**src/rtl/core/fpa_pkg.sv**
```systemverilog
`default_nettype none
package fpa_pkg;

   // item kinds
   typedef logic [1:0] kind_type;
   localparam kind_type KIND_TICK = 2'd0;
   localparam kind_type KIND_TAKE = 2'd1;
   localparam kind_type KIND_PUT  = 2'd2;

   // reply codes
   typedef logic [1:0] reply_type;
   localparam reply_type REPLY_GRANTED = 2'd0;
   localparam reply_type REPLY_BUSY    = 2'd1;
   localparam reply_type REPLY_ERROR   = 2'd2;

   // per resource state
   typedef logic [1:0] rstate_type;
   localparam rstate_type RES_FREE     = 2'd0;
   localparam rstate_type RES_TAKEN    = 2'd1;
   localparam rstate_type RES_RESERVED = 2'd2;

   // register indexes
   localparam logic CSR_SEATS  = 1'b0;
   localparam logic CSR_THRESH = 1'b1;

   // register reset values
   localparam int THRESH_RESET = 50;

endpackage
`default_nettype wire

```
**src/rtl/core/fork_pair_arbiter_with_aging_core.sv**
```systemverilog
`default_nettype none
// Ring arbiter: requester r owns resource r on its left and resource r+1 on its right.
// Input channel (req_*): one transaction is a tick, a take or a put. A take whose
// requester equals its resource is a left take, any other take is a right take.
// Result channel (rsp_*): one reply per take, or per take/put with a bad index.
// Ticks, good-index puts and unused kinds give no reply and do not stall; the next
// transaction can follow right away.
// A bad index goes straight to the reply stage.
// A right take reads the resource state once.
// A left take reads both resource states and three failure stamps through one
// registered-read port per store, and one age unit (subtract and compare)
// judges the requester and each neighbor in turn; a grant passes through ST_WR2 as
// well, since the two state writes share one write port.
// The reply is registered; req_stall stays high until the reply is loaded, and
// a reply waits while rsp_stall is high and the previous reply is not taken.
// Reset (synchronous) frees all resources, clears all failures, zeroes time,
// and restores seats_in_use to MAX_SEATS and aging_threshold to 50.
// Registers are written through csr_* at byte address 4*i (8*i with a wide time).
module fork_pair_arbiter_with_aging_core
   import fpa_pkg::*;
#(
   parameter int MAX_SEATS = 16,
   parameter int TIME_BITS = 32
) (
   input  wire logic                                   clock,
   input  wire logic                                   reset,
   // input channel
   input  wire logic                                   req_valid,
   output logic                                        req_stall,
   input  wire logic [1:0]                             req_kind,
   input  wire logic [$clog2(MAX_SEATS)-1:0]           req_resource_index,
   input  wire logic [$clog2(MAX_SEATS)-1:0]           req_requester_index,
   // result channel
   output logic                                        rsp_valid,
   input  wire logic                                   rsp_stall,
   output logic [1:0]                                  rsp_reply,
   output logic [$clog2(MAX_SEATS)-1:0]                rsp_reply_to,
   // register port
   input  wire logic                                   csr_psel,
   input  wire logic                                   csr_penable,
   input  wire logic                                   csr_pwrite,
   input  wire logic [((TIME_BITS > 33) ? 4 : 3)-1:0]  csr_paddr,
   input  wire logic [((TIME_BITS > 33) ? 64 : 32)-1:0] csr_pwdata,
   output logic      [((TIME_BITS > 33) ? 64 : 32)-1:0] csr_prdata,
   output logic                                        csr_pready
);

   localparam int IDX_W  = $clog2(MAX_SEATS);
   localparam int SEAT_W = $clog2(MAX_SEATS + 1);
   localparam int THR_W  = TIME_BITS - 1;
   localparam int DATA_W = (TIME_BITS > 33) ? 64 : 32;
   localparam int ADDR_W = (TIME_BITS > 33) ? 4 : 3;

   typedef enum logic [2:0] {
      ST_IDLE,
      ST_RT,
      ST_LT1,
      ST_LT2,
      ST_LT3,
      ST_WR2,
      ST_REPLY
   } state_type;

   state_type            state_ff, state_in;
   logic [SEAT_W-1:0]    seats_ff, seats_in;
   logic [THR_W-1:0]     thr_ff, thr_in;
   logic [TIME_BITS-1:0] now_ff, now_in;
   logic [MAX_SEATS-1:0] pend_ff, pend_in;
   logic [MAX_SEATS-1:0] svld_ff, svld_in;
   logic [IDX_W-1:0]     res_ff, res_in;
   logic [IDX_W-1:0]     req_ff, req_in;
   logic [IDX_W-1:0]     right_ff, right_in;
   logic [IDX_W-1:0]     lnb_ff, lnb_in;
   logic [IDX_W-1:0]     tsel_ff, ssel_ff;
   logic [TIME_BITS-1:0] age_req_ff, age_req_in;
   logic                 cnt_req_ff, cnt_req_in;
   logic                 ok_ff, ok_in;
   reply_type            reply_ff, reply_in;
   logic                 rsp_valid_ff, rsp_valid_in;
   reply_type            rsp_reply_ff, rsp_reply_in;
   logic [IDX_W-1:0]     rsp_to_ff, rsp_to_in;

   // memory ports
   logic                 s_we;
   logic [IDX_W-1:0]     s_waddr, s_raddr;
   rstate_type           s_wdata, s_rdata;
   logic                 t_we;
   logic [IDX_W-1:0]     t_waddr, t_raddr;
   logic [TIME_BITS-1:0] t_wdata, t_rdata;

   // ring bookkeeping
   logic [SEAT_W-1:0]    ring_n;
   logic [SEAT_W-1:0]    res_ext, req_ext;
   logic                 idx_bad;
   logic                 req_accept;

   // age unit
   logic [TIME_BITS-1:0] age;
   logic                 cnt, older, win, ok_now;
   rstate_type           st_rd;

   // register port
   logic                 csr_wr;
   logic                 csr_idx;

   fpa_ram #(.WIDTH($bits(rstate_type)), .DEPTH(MAX_SEATS)) u_state_ram (
      .clock   (clock),
      .wr_en   (s_we),
      .wr_addr (s_waddr),
      .wr_data (s_wdata),
      .rd_addr (s_raddr),
      .rd_data (s_rdata)
   );

   fpa_ram #(.WIDTH(TIME_BITS), .DEPTH(MAX_SEATS)) u_stamp_ram (
      .clock   (clock),
      .wr_en   (t_we),
      .wr_addr (t_waddr),
      .wr_data (t_wdata),
      .rd_addr (t_raddr),
      .rd_data (t_rdata)
   );

   assign req_stall    = (state_ff != ST_IDLE);
   assign req_accept   = req_valid && !req_stall;
   assign rsp_valid    = rsp_valid_ff;
   assign rsp_reply    = rsp_reply_ff;
   assign rsp_reply_to = rsp_to_ff;

   // register access
   assign csr_pready = 1'b1;
   assign csr_idx    = csr_paddr[ADDR_W-1];
   assign csr_wr     = csr_psel && csr_penable && csr_pwrite;

   always_comb begin
      csr_prdata = '0;
      case (csr_idx)
         CSR_SEATS:  csr_prdata = DATA_W'(seats_ff);
         CSR_THRESH: csr_prdata = DATA_W'(thr_ff);
         default:    csr_prdata = '0;
      endcase
   end

   // effective ring size and index check
   always_comb begin
      if (seats_ff < SEAT_W'(2)) begin
         ring_n = SEAT_W'(2);
      end else if (seats_ff > SEAT_W'(MAX_SEATS)) begin
         ring_n = SEAT_W'(MAX_SEATS);
      end else begin
         ring_n = seats_ff;
      end
   end

   assign res_ext = SEAT_W'(req_resource_index);
   assign req_ext = SEAT_W'(req_requester_index);
   assign idx_bad = (res_ext >= ring_n) || (req_ext >= ring_n);

   // shared age unit: judges the stamp that just came out of the stamp memory
   assign st_rd  = svld_ff[ssel_ff] ? s_rdata : RES_FREE;
   assign age    = now_ff - t_rdata;
   assign cnt    = pend_ff[tsel_ff] && (age > TIME_BITS'(thr_ff));
   assign older  = age_req_ff > age;
   assign win    = !cnt || (cnt_req_ff && older);
   assign ok_now = ok_ff && win;

   // sequencer
   always_comb begin
      state_in     = state_ff;
      seats_in     = seats_ff;
      thr_in       = thr_ff;
      now_in       = now_ff;
      pend_in      = pend_ff;
      svld_in      = svld_ff;
      res_in       = res_ff;
      req_in       = req_ff;
      right_in     = right_ff;
      lnb_in       = lnb_ff;
      age_req_in   = age_req_ff;
      cnt_req_in   = cnt_req_ff;
      ok_in        = ok_ff;
      reply_in     = reply_ff;
      rsp_valid_in = rsp_valid_ff && rsp_stall;
      rsp_reply_in = rsp_reply_ff;
      rsp_to_in    = rsp_to_ff;
      s_we         = 1'b0;
      s_waddr      = res_ff;
      s_wdata      = RES_TAKEN;
      s_raddr      = req_resource_index;
      t_we         = 1'b0;
      t_waddr      = req_ff;
      t_wdata      = now_ff;
      t_raddr      = req_requester_index;

      // configuration writes
      if (csr_wr) begin
         case (csr_idx)
            CSR_SEATS:  seats_in = csr_pwdata[SEAT_W-1:0];
            CSR_THRESH: thr_in   = csr_pwdata[THR_W-1:0];
            default:    ;
         endcase
      end

      case (state_ff)
         ST_IDLE: begin
            res_in = req_resource_index;
            req_in = req_requester_index;
            if (res_ext + SEAT_W'(1) == ring_n) begin
               right_in = '0;
            end else begin
               right_in = req_resource_index + IDX_W'(1);
            end
            if (req_requester_index == '0) begin
               lnb_in = IDX_W'(ring_n - SEAT_W'(1));
            end else begin
               lnb_in = req_requester_index - IDX_W'(1);
            end
            if (req_accept) begin
               case (req_kind)
                  KIND_TICK: now_in = now_ff + TIME_BITS'(1);
                  KIND_TAKE: begin
                     if (idx_bad) begin
                        reply_in = REPLY_ERROR;
                        state_in = ST_REPLY;
                     end else if (req_resource_index == req_requester_index) begin
                        state_in = ST_LT1;
                     end else begin
                        state_in = ST_RT;
                     end
                  end
                  KIND_PUT: begin
                     if (idx_bad) begin
                        reply_in = REPLY_ERROR;
                        state_in = ST_REPLY;
                     end else begin
                        svld_in[req_resource_index] = 1'b0;
                     end
                  end
                  default: ;
               endcase
            end
         end

         // right take: claim a reserved resource
         ST_RT: begin
            if (st_rd == RES_RESERVED) begin
               s_we             = 1'b1;
               s_waddr          = res_ff;
               s_wdata          = RES_TAKEN;
               svld_in[res_ff]  = 1'b1;
               reply_in         = REPLY_GRANTED;
            end else begin
               reply_in = REPLY_ERROR;
            end
            state_in = ST_REPLY;
         end

         // left take: left state and own stamp arrive
         ST_LT1: begin
            s_raddr    = right_ff;
            t_raddr    = lnb_ff;
            age_req_in = age;
            cnt_req_in = cnt;
            ok_in      = (st_rd == RES_FREE);
            state_in   = ST_LT2;
         end

         // right state and left neighbor stamp arrive
         ST_LT2: begin
            s_raddr  = right_ff;
            t_raddr  = right_ff;
            ok_in    = ok_now && (st_rd == RES_FREE);
            state_in = ST_LT3;
         end

         // right neighbor stamp arrives, decide
         ST_LT3: begin
            if (ok_now) begin
               pend_in[req_ff] = 1'b0;
               s_we            = 1'b1;
               s_waddr         = res_ff;
               s_wdata         = RES_TAKEN;
               svld_in[res_ff] = 1'b1;
               reply_in        = REPLY_GRANTED;
               state_in        = ST_WR2;
            end else begin
               if (!pend_ff[req_ff]) begin
                  pend_in[req_ff] = 1'b1;
                  t_we            = 1'b1;
                  t_waddr         = req_ff;
                  t_wdata         = now_ff;
               end
               reply_in = REPLY_BUSY;
               state_in = ST_REPLY;
            end
         end

         // reserve the right resource
         ST_WR2: begin
            s_we              = 1'b1;
            s_waddr           = right_ff;
            s_wdata           = RES_RESERVED;
            svld_in[right_ff] = 1'b1;
            state_in          = ST_REPLY;
         end

         // hand the reply to the output register once it is free
         ST_REPLY: begin
            if (!rsp_valid_ff || !rsp_stall) begin
               rsp_valid_in = 1'b1;
               rsp_reply_in = reply_ff;
               rsp_to_in    = req_ff;
               state_in     = ST_IDLE;
            end
         end

         default: state_in = ST_IDLE;
      endcase
   end

   // state and registered outputs
   always_ff @(posedge clock) begin
      if (reset) begin
         state_ff     <= ST_IDLE;
         seats_ff     <= SEAT_W'(MAX_SEATS);
         thr_ff       <= THR_W'(THRESH_RESET);
         now_ff       <= '0;
         pend_ff      <= '0;
         svld_ff      <= '0;
         rsp_valid_ff <= 1'b0;
      end else begin
         state_ff     <= state_in;
         seats_ff     <= seats_in;
         thr_ff       <= thr_in;
         now_ff       <= now_in;
         pend_ff      <= pend_in;
         svld_ff      <= svld_in;
         rsp_valid_ff <= rsp_valid_in;
      end
      res_ff       <= res_in;
      req_ff       <= req_in;
      right_ff     <= right_in;
      lnb_ff       <= lnb_in;
      tsel_ff      <= t_raddr;
      ssel_ff      <= s_raddr;
      age_req_ff   <= age_req_in;
      cnt_req_ff   <= cnt_req_in;
      ok_ff        <= ok_in;
      reply_ff     <= reply_in;
      rsp_reply_ff <= rsp_reply_in;
      rsp_to_ff    <= rsp_to_in;
   end

endmodule
`default_nettype wire

```
**src/rtl/core/fpa_ram.sv**
```systemverilog
`default_nettype none
module fpa_ram #(
   parameter int WIDTH = 8,
   parameter int DEPTH = 16
) (
   input  wire logic                     clock,
   input  wire logic                     wr_en,
   input  wire logic [$clog2(DEPTH)-1:0] wr_addr,
   input  wire logic [WIDTH-1:0]         wr_data,
   input  wire logic [$clog2(DEPTH)-1:0] rd_addr,
   output logic      [WIDTH-1:0]         rd_data
);

   logic [WIDTH-1:0] mem_ff [DEPTH];

   // one write port, registered read
   always_ff @(posedge clock) begin
      if (wr_en) begin
         mem_ff[wr_addr] <= wr_data;
      end
      rd_data <= mem_ff[rd_addr];
   end

endmodule
`default_nettype wire

```
**config.mk**
```make
export PLATFORM = sky130hd
export DESIGN_NAME = fork_pair_arbiter_with_aging_core
export DESIGN_NICKNAME = d
export VERILOG_FILES = /design/src/rtl/core/fpa_pkg.sv /design/src/rtl/core/fork_pair_arbiter_with_aging_core.sv /design/src/rtl/core/fpa_ram.sv
export SDC_FILE = /design/constraint.sdc
export NUM_CORES = 1
export LEC_CHECK = 0
export ABC_CLOCK_PERIOD_IN_PS = 19100
export BUFFER_PORTS_ARGS = -buffer_cell sky130_fd_sc_hd__buf_2
export CORE_AREA = 8 8 253 255
export DETAILED_ROUTE_END_ITERATION = 6
export DIE_AREA = 0 0 261 263
export PLACE_DENSITY = 0.8
export SYNTH_ARGS = -nofsm -noshare
export SYNTH_HDL_FRONTEND = slang
export SYNTH_SLANG_ARGS = --single-unit
```
**constraint.sdc**
```tcl
create_clock -name clock -period 19.1 [get_ports clock]
set_input_delay 0.955 -clock clock [delete_from_list [all_inputs] [get_ports clock]]
set_output_delay 0.955 -clock clock [all_outputs]
set_load 0.005 [all_outputs]
```
==> tab_implementation.tex <==
\begin{tabular}{lr}
\hline
Metric & Value \\
\hline
\multicolumn{2}{l}{\textbf{Synthesis}} \\
Synthesized cell area & 32600 um\^{}2 \\
Syn\_area\_per\_cell & around 14 um\^{}2 \\
Async set-reset flop share out of synthesis & 0\% \\
Fraction of the mapped netlist area in compound gates & 6.50\% \\
Cells after synthesis & 2294 \\
Yosys cell types & 79 \\
Synthesis warning total & 0 \\
Fraction of the mapped netlist area in simple logic gates & 8.96\% \\
Adder and majority gate portion of the synthesized area & 4.16\% \\
Sequential-to-total area share from yosys stat & 64.5\% \\
Number of enable flip-flop cells after synthesis & approximately 600 \\
Xor/xnor cell area share of the yosys netlist & 2.13\% \\
Leading register cell type out of synthesis & edfxtp\_1 \\
Mux contribution to synthesized area & 11.1\% \\
Dominant combinational cell family by area after synthesis & multiplexers \\
Number of synthesized register bits & 748 \\
Post-Synthesis Net Count & 2452 \\
\multicolumn{2}{l}{\textbf{Floorplan}} \\
Effective utilization at floorplan & around 54\% \\
Height of the die & 263 um \\
Area of the die & $\sim$69000 um\^{}2 \\
Site row count & 90 \\
Total core area & 59900 um\^{}2 \\
I/O pins & 93 \\
Die width & around 260 um \\
\multicolumn{2}{l}{\textbf{Routing}} \\
Vias per cell & approximately 6.3 \\
Number of nets still failing antenna checks after routing & 0 \\
Remaining routing DRC violations & 0 \\
Overall routed net length & 76.8 mm \\
Number of iterations in the first detailed-routing pass & 6 \\
Detailed router's first-iteration violation count & 2324 \\
Total via count in the routed design & 20200 \\
Wire length per cell & roughly 24 um \\
\multicolumn{2}{l}{\textbf{GRT}} \\
Tot GR Track Use & 21.9\% \\
Number of antenna violations at the first check in global routing & 1 \\
Total congestion overflow & 0 \\
First-pass GRT wire length & 117 mm \\
Vias in the first global route & 20200 \\
Maximum number of pins on one net before global-route repair & 130 \\
\multicolumn{2}{l}{\textbf{Timing}} \\
Final worst path period need & between 7 and 8 ns \\
Slew headroom & 24.2\% \\
Share of the cycle needed by the critical path after routing & 39.3\% \\
Maximum achievable frequency & 133 MHz \\
RSZ-0062 raised after global routing & false \\
Number of failing hold endpoints at the final stage & 0 \\
Final number of setup-violating endpoints & 0 \\
Setup Total Neg Slack & 0 ns \\
Worst slew pin tran & about 1.1 ns \\
Clock Skews & approximately 0.023 ns \\
Final-report max-slew violation count & 0 \\
\multicolumn{2}{l}{\textbf{CTS}} \\
Largest buffer count on any clock path & 3 \\
Clock-pin slew on the worst setup and hold paths & $\sim$0.060 ns \\
CTS Buf Count & 72 \\
Setup repair bufs after CTS & 0 \\
Cell at the root of the clock tree & clkbuf\_16 \\
H-tree level count & 3 \\
TritonCTS clock tree & yes \\
Source-to-sink clock delay at the later pin of the worst-skew pair & 0.63 ns \\
Hold buffer count at CTS & 0 \\
Number of clock sinks seen by CTS & around 750 \\
Post\_cts resized & 0 \\
\multicolumn{2}{l}{\textbf{Worst setup path}} \\
R2R setup slack & 11.60 ns \\
Critical register-to-register path startpoint & now\_ff[0] \\
Worst Path Arrival & a little under 8 ns \\
Kind of end point of the critical path & flop \\
Cell with the largest stage delay on the worst path & dfxtp\_1 \\
Maximum fanout along the worst path & 32 \\
Required time of the worst setup path & 19.35 ns \\
Delay of the slowest critical-path stage & slightly below 0.8 ns \\
Category of the most critical setup path & flop to flop \\
Reg2Reg Depth & 30 \\
Worst setup SP type & flop \\
Worst flop-to-flop path endpoint & u\_stamp\_ram.mem\_ff[14][25] \\
\multicolumn{2}{l}{\textbf{Power}} \\
Sum of internal, switching and leakage power & 0.00415 W \\
Total leakage power & 13.7 nW \\
Worst IR Drop VDD & $\sim$0.076 mV \\
Power density relative to cell area & 114 nW/um\^{}2 \\
\multicolumn{2}{l}{\textbf{Placement}} \\
Count of buffers inserted at the top-level ports & 87 \\
Post-detailed-placement half-perimeter wirelength & about 44 mm \\
Final weighted congestion of routability-driven global placement & between 0.8 and 0.9 \\
Number of placed cells counting well taps & about 3100 \\
\multicolumn{2}{l}{\textbf{Final layout}} \\
Signed area change from the synthesized netlist to the final layout & 11.5\% \\
Final net count & 2542 \\
Post-route core utilization & 60.6\% \\
Total of fill cells in the finished design & 4207 \\
Number of inserted diodes & 0 \\
Number of non-filler instances in the completed layout & 3224 \\
Layout cell share with drive strength beyond 1 & 17.0\% \\
\multicolumn{2}{l}{\textbf{Min path}} \\
Number of stages on the worst hold path & 0 \\
Type of the worst min-delay path & flop to flop \\
Origin of the worst min-delay path & reply\_ff[0] \\
Endpoint, Worst Hold & rsp\_reply[0] \\
\multicolumn{2}{l}{\textbf{Run status}} \\
Run status & complete, no violations \\
\multicolumn{2}{l}{\textbf{Job}} \\
Number of max-cap violations & 0 \\
\hline
\end{tabular}
[cells by family after synthesis]
| kind of cell | after synthesis |
|---|---|
| other | 2 |
| buffers and inverters | 228 |
| AND/OR/NAND/NOR | 628 |
| multiplexers | 179 |
| adder cells (fa/ha/maj) | 108 |
| XOR/XNOR | 76 |
| AO/OA/AOI/OAI | 325 |
| flip-flops | 748 |
[per-layer routing]
metal | vias to the layer above | wire (um) | global-route usage, %
met5 | - | 0 | 0
met4 | 0 | 2300 | 8.04
met3 | 191 | 7410 | 3.72
met2 | 1180 | 38200 | 37.1
met1 | 9985 | 28900 | 28.3
li1 | 8833 | - | -
[cells in the final DEF, fill, tap and decap left out, types with 12 or more instances in the layout]
master	count
edfxtp_1	602
nand2_1	276
dfxtp_1	146
mux4_2	144
inv_1	123
ha_1	105
a21oi_1	100
nor2_1	99
buf_2	86
clkbuf_16	73
a31oi_1	48
o21ai_0	43
xor2_1	42
and3_1	42
nor3_1	36
and2_1	34
xnor2_1	32
buf_4	31
mux2i_1	28
nand3_1	26
a21o_1	25
nand4_1	23
o211ai_1	23
nor2b_1	17
nand2b_1	16
nor2_4	16
clkinv_1	15
clkinv_2	15
clkbuf_1	12
[sequential cells by signal, summed over array words and instances, names as in the netlist, named ones only]
name and flops:
rsp_reply_to 4, age_req_ff 32, reply_ff 2, seats_ff 5
thr_ff 31, now_ff 32, lnb_ff 4, rsp_reply 2
u_stamp_ram.rd_data 32, right_ff 4, ssel_ff 4, u_state_ram.mem_ff 32
u_state_ram.rd_data 2, u_stamp_ram.mem_ff 512, state_ff 3, tsel_ff 4
req_ff 4, cnt_req_ff 1, ok_ff 1, res_ff 4
rsp_valid 1, svld_ff 16
[per-stage QoR]
| stage | hold slack [ns] | worst slack (ns) | area (um^2) |
|---|---|---|---|
| global route | 0.477 | 11.13 | 36300 |
| floorplan | 0.400 | 12.11 | 32600 |
| detailed placement | 0.433 | 11.81 | 34000 |
| finish | 0.446 | 11.60 | 36300 |
| CTS | 0.456 | 11.66 | 36300 |
| global placement | 0.419 | 12.03 | 34000 |
[worst max-delay path by stage]
stage	startpoint	to	slack, ns	cells after the start
3_5_place_dp	now_ff[0]	u_stamp_ram.mem_ff[13][23]	11.81	30
6_report	now_ff[0]	u_stamp_ram.mem_ff[14][25]	11.60	30
2_1_floorplan	now_ff[7]	u_stamp_ram.mem_ff[10][0]	12.11	28
5_1_grt	now_ff[0]	u_stamp_ram.mem_ff[14][24]	11.13	30
3_3_place_gp	now_ff[0]	u_stamp_ram.mem_ff[13][27]	12.03	30
4_1_cts	now_ff[0]	u_stamp_ram.mem_ff[14][24]	11.66	30
[final cells by class]
cell class                 count  area (um^2)  area share, %
timing repair buffer         118          683           1.88
tap                          782          978           2.69
inverter                     126          474           1.31
clock buffer                  88         1910           5.27
sequential                   748        21000           57.8
clock inverter                44          400           1.10
multi-input combinational   1318        10900           29.9
[cells in the mapped netlist (5+ instances only)]
cell / n / share of area [%]
o31ai_1: 11 / 0.25
edfxtp_1: 602 / 56
dfxtp_1: 146 / 9.0
mux2i_1: 28 / 0.86
nor2b_1: 17 / 0.33
inv_1: 124 / 1.4
mux2_2: 7 / 0.24
a211oi_1: 7 / 0.16
o211ai_1: 23 / 0.53
and2_1: 34 / 0.65
nor3_1: 36 / 0.55
a31oi_1: 48 / 0.92
nand4_1: 23 / 0.44
nand2b_1: 16 / 0.31
o22ai_1: 5 / 0.096
buf_1: 23 / 0.27
o21bai_1: 6 / 0.14
xnor2_1: 32 / 0.86
nand3b_1: 7 / 0.16
a21o_1: 25 / 0.58
or3_1: 11 / 0.21
buf_2: 6 / 0.092
and3_1: 42 / 0.81
a21oi_1: 103 / 1.6
o21ai_0: 44 / 0.68
o21a_1: 6 / 0.14
ha_1: 105 / 4.0
nand2_1: 276 / 3.2
nor2_1: 116 / 1.3
nand3_1: 26 / 0.40
mux4_2: 144 / 10
clkbuf_1: 69 / 0.80
xor2_1: 42 / 1.1
[power by group]
group          internal [W]  switching, W  total [W]
Combinational      0.000317      0.000535   0.000852
Clock              0.000788      0.000617    0.00140
Sequential          0.00184     0.0000615    0.00190
[critical path: cells and delay by family (launching register included)]
| kind | cells | cell delay, ns |
|---|---|---|
| DFF | 1 | 0.78 |
| AOI/OAI and AO/OA | 17 | 3.13 |
| buffers and inverters | 5 | 1.23 |
| adders and majority gates | 3 | 0.82 |
| xor gates and xnor gates | 1 | 0.32 |
| and+or+nand+nor | 4 | 0.78 |
(Power assumes the default switching activity.)
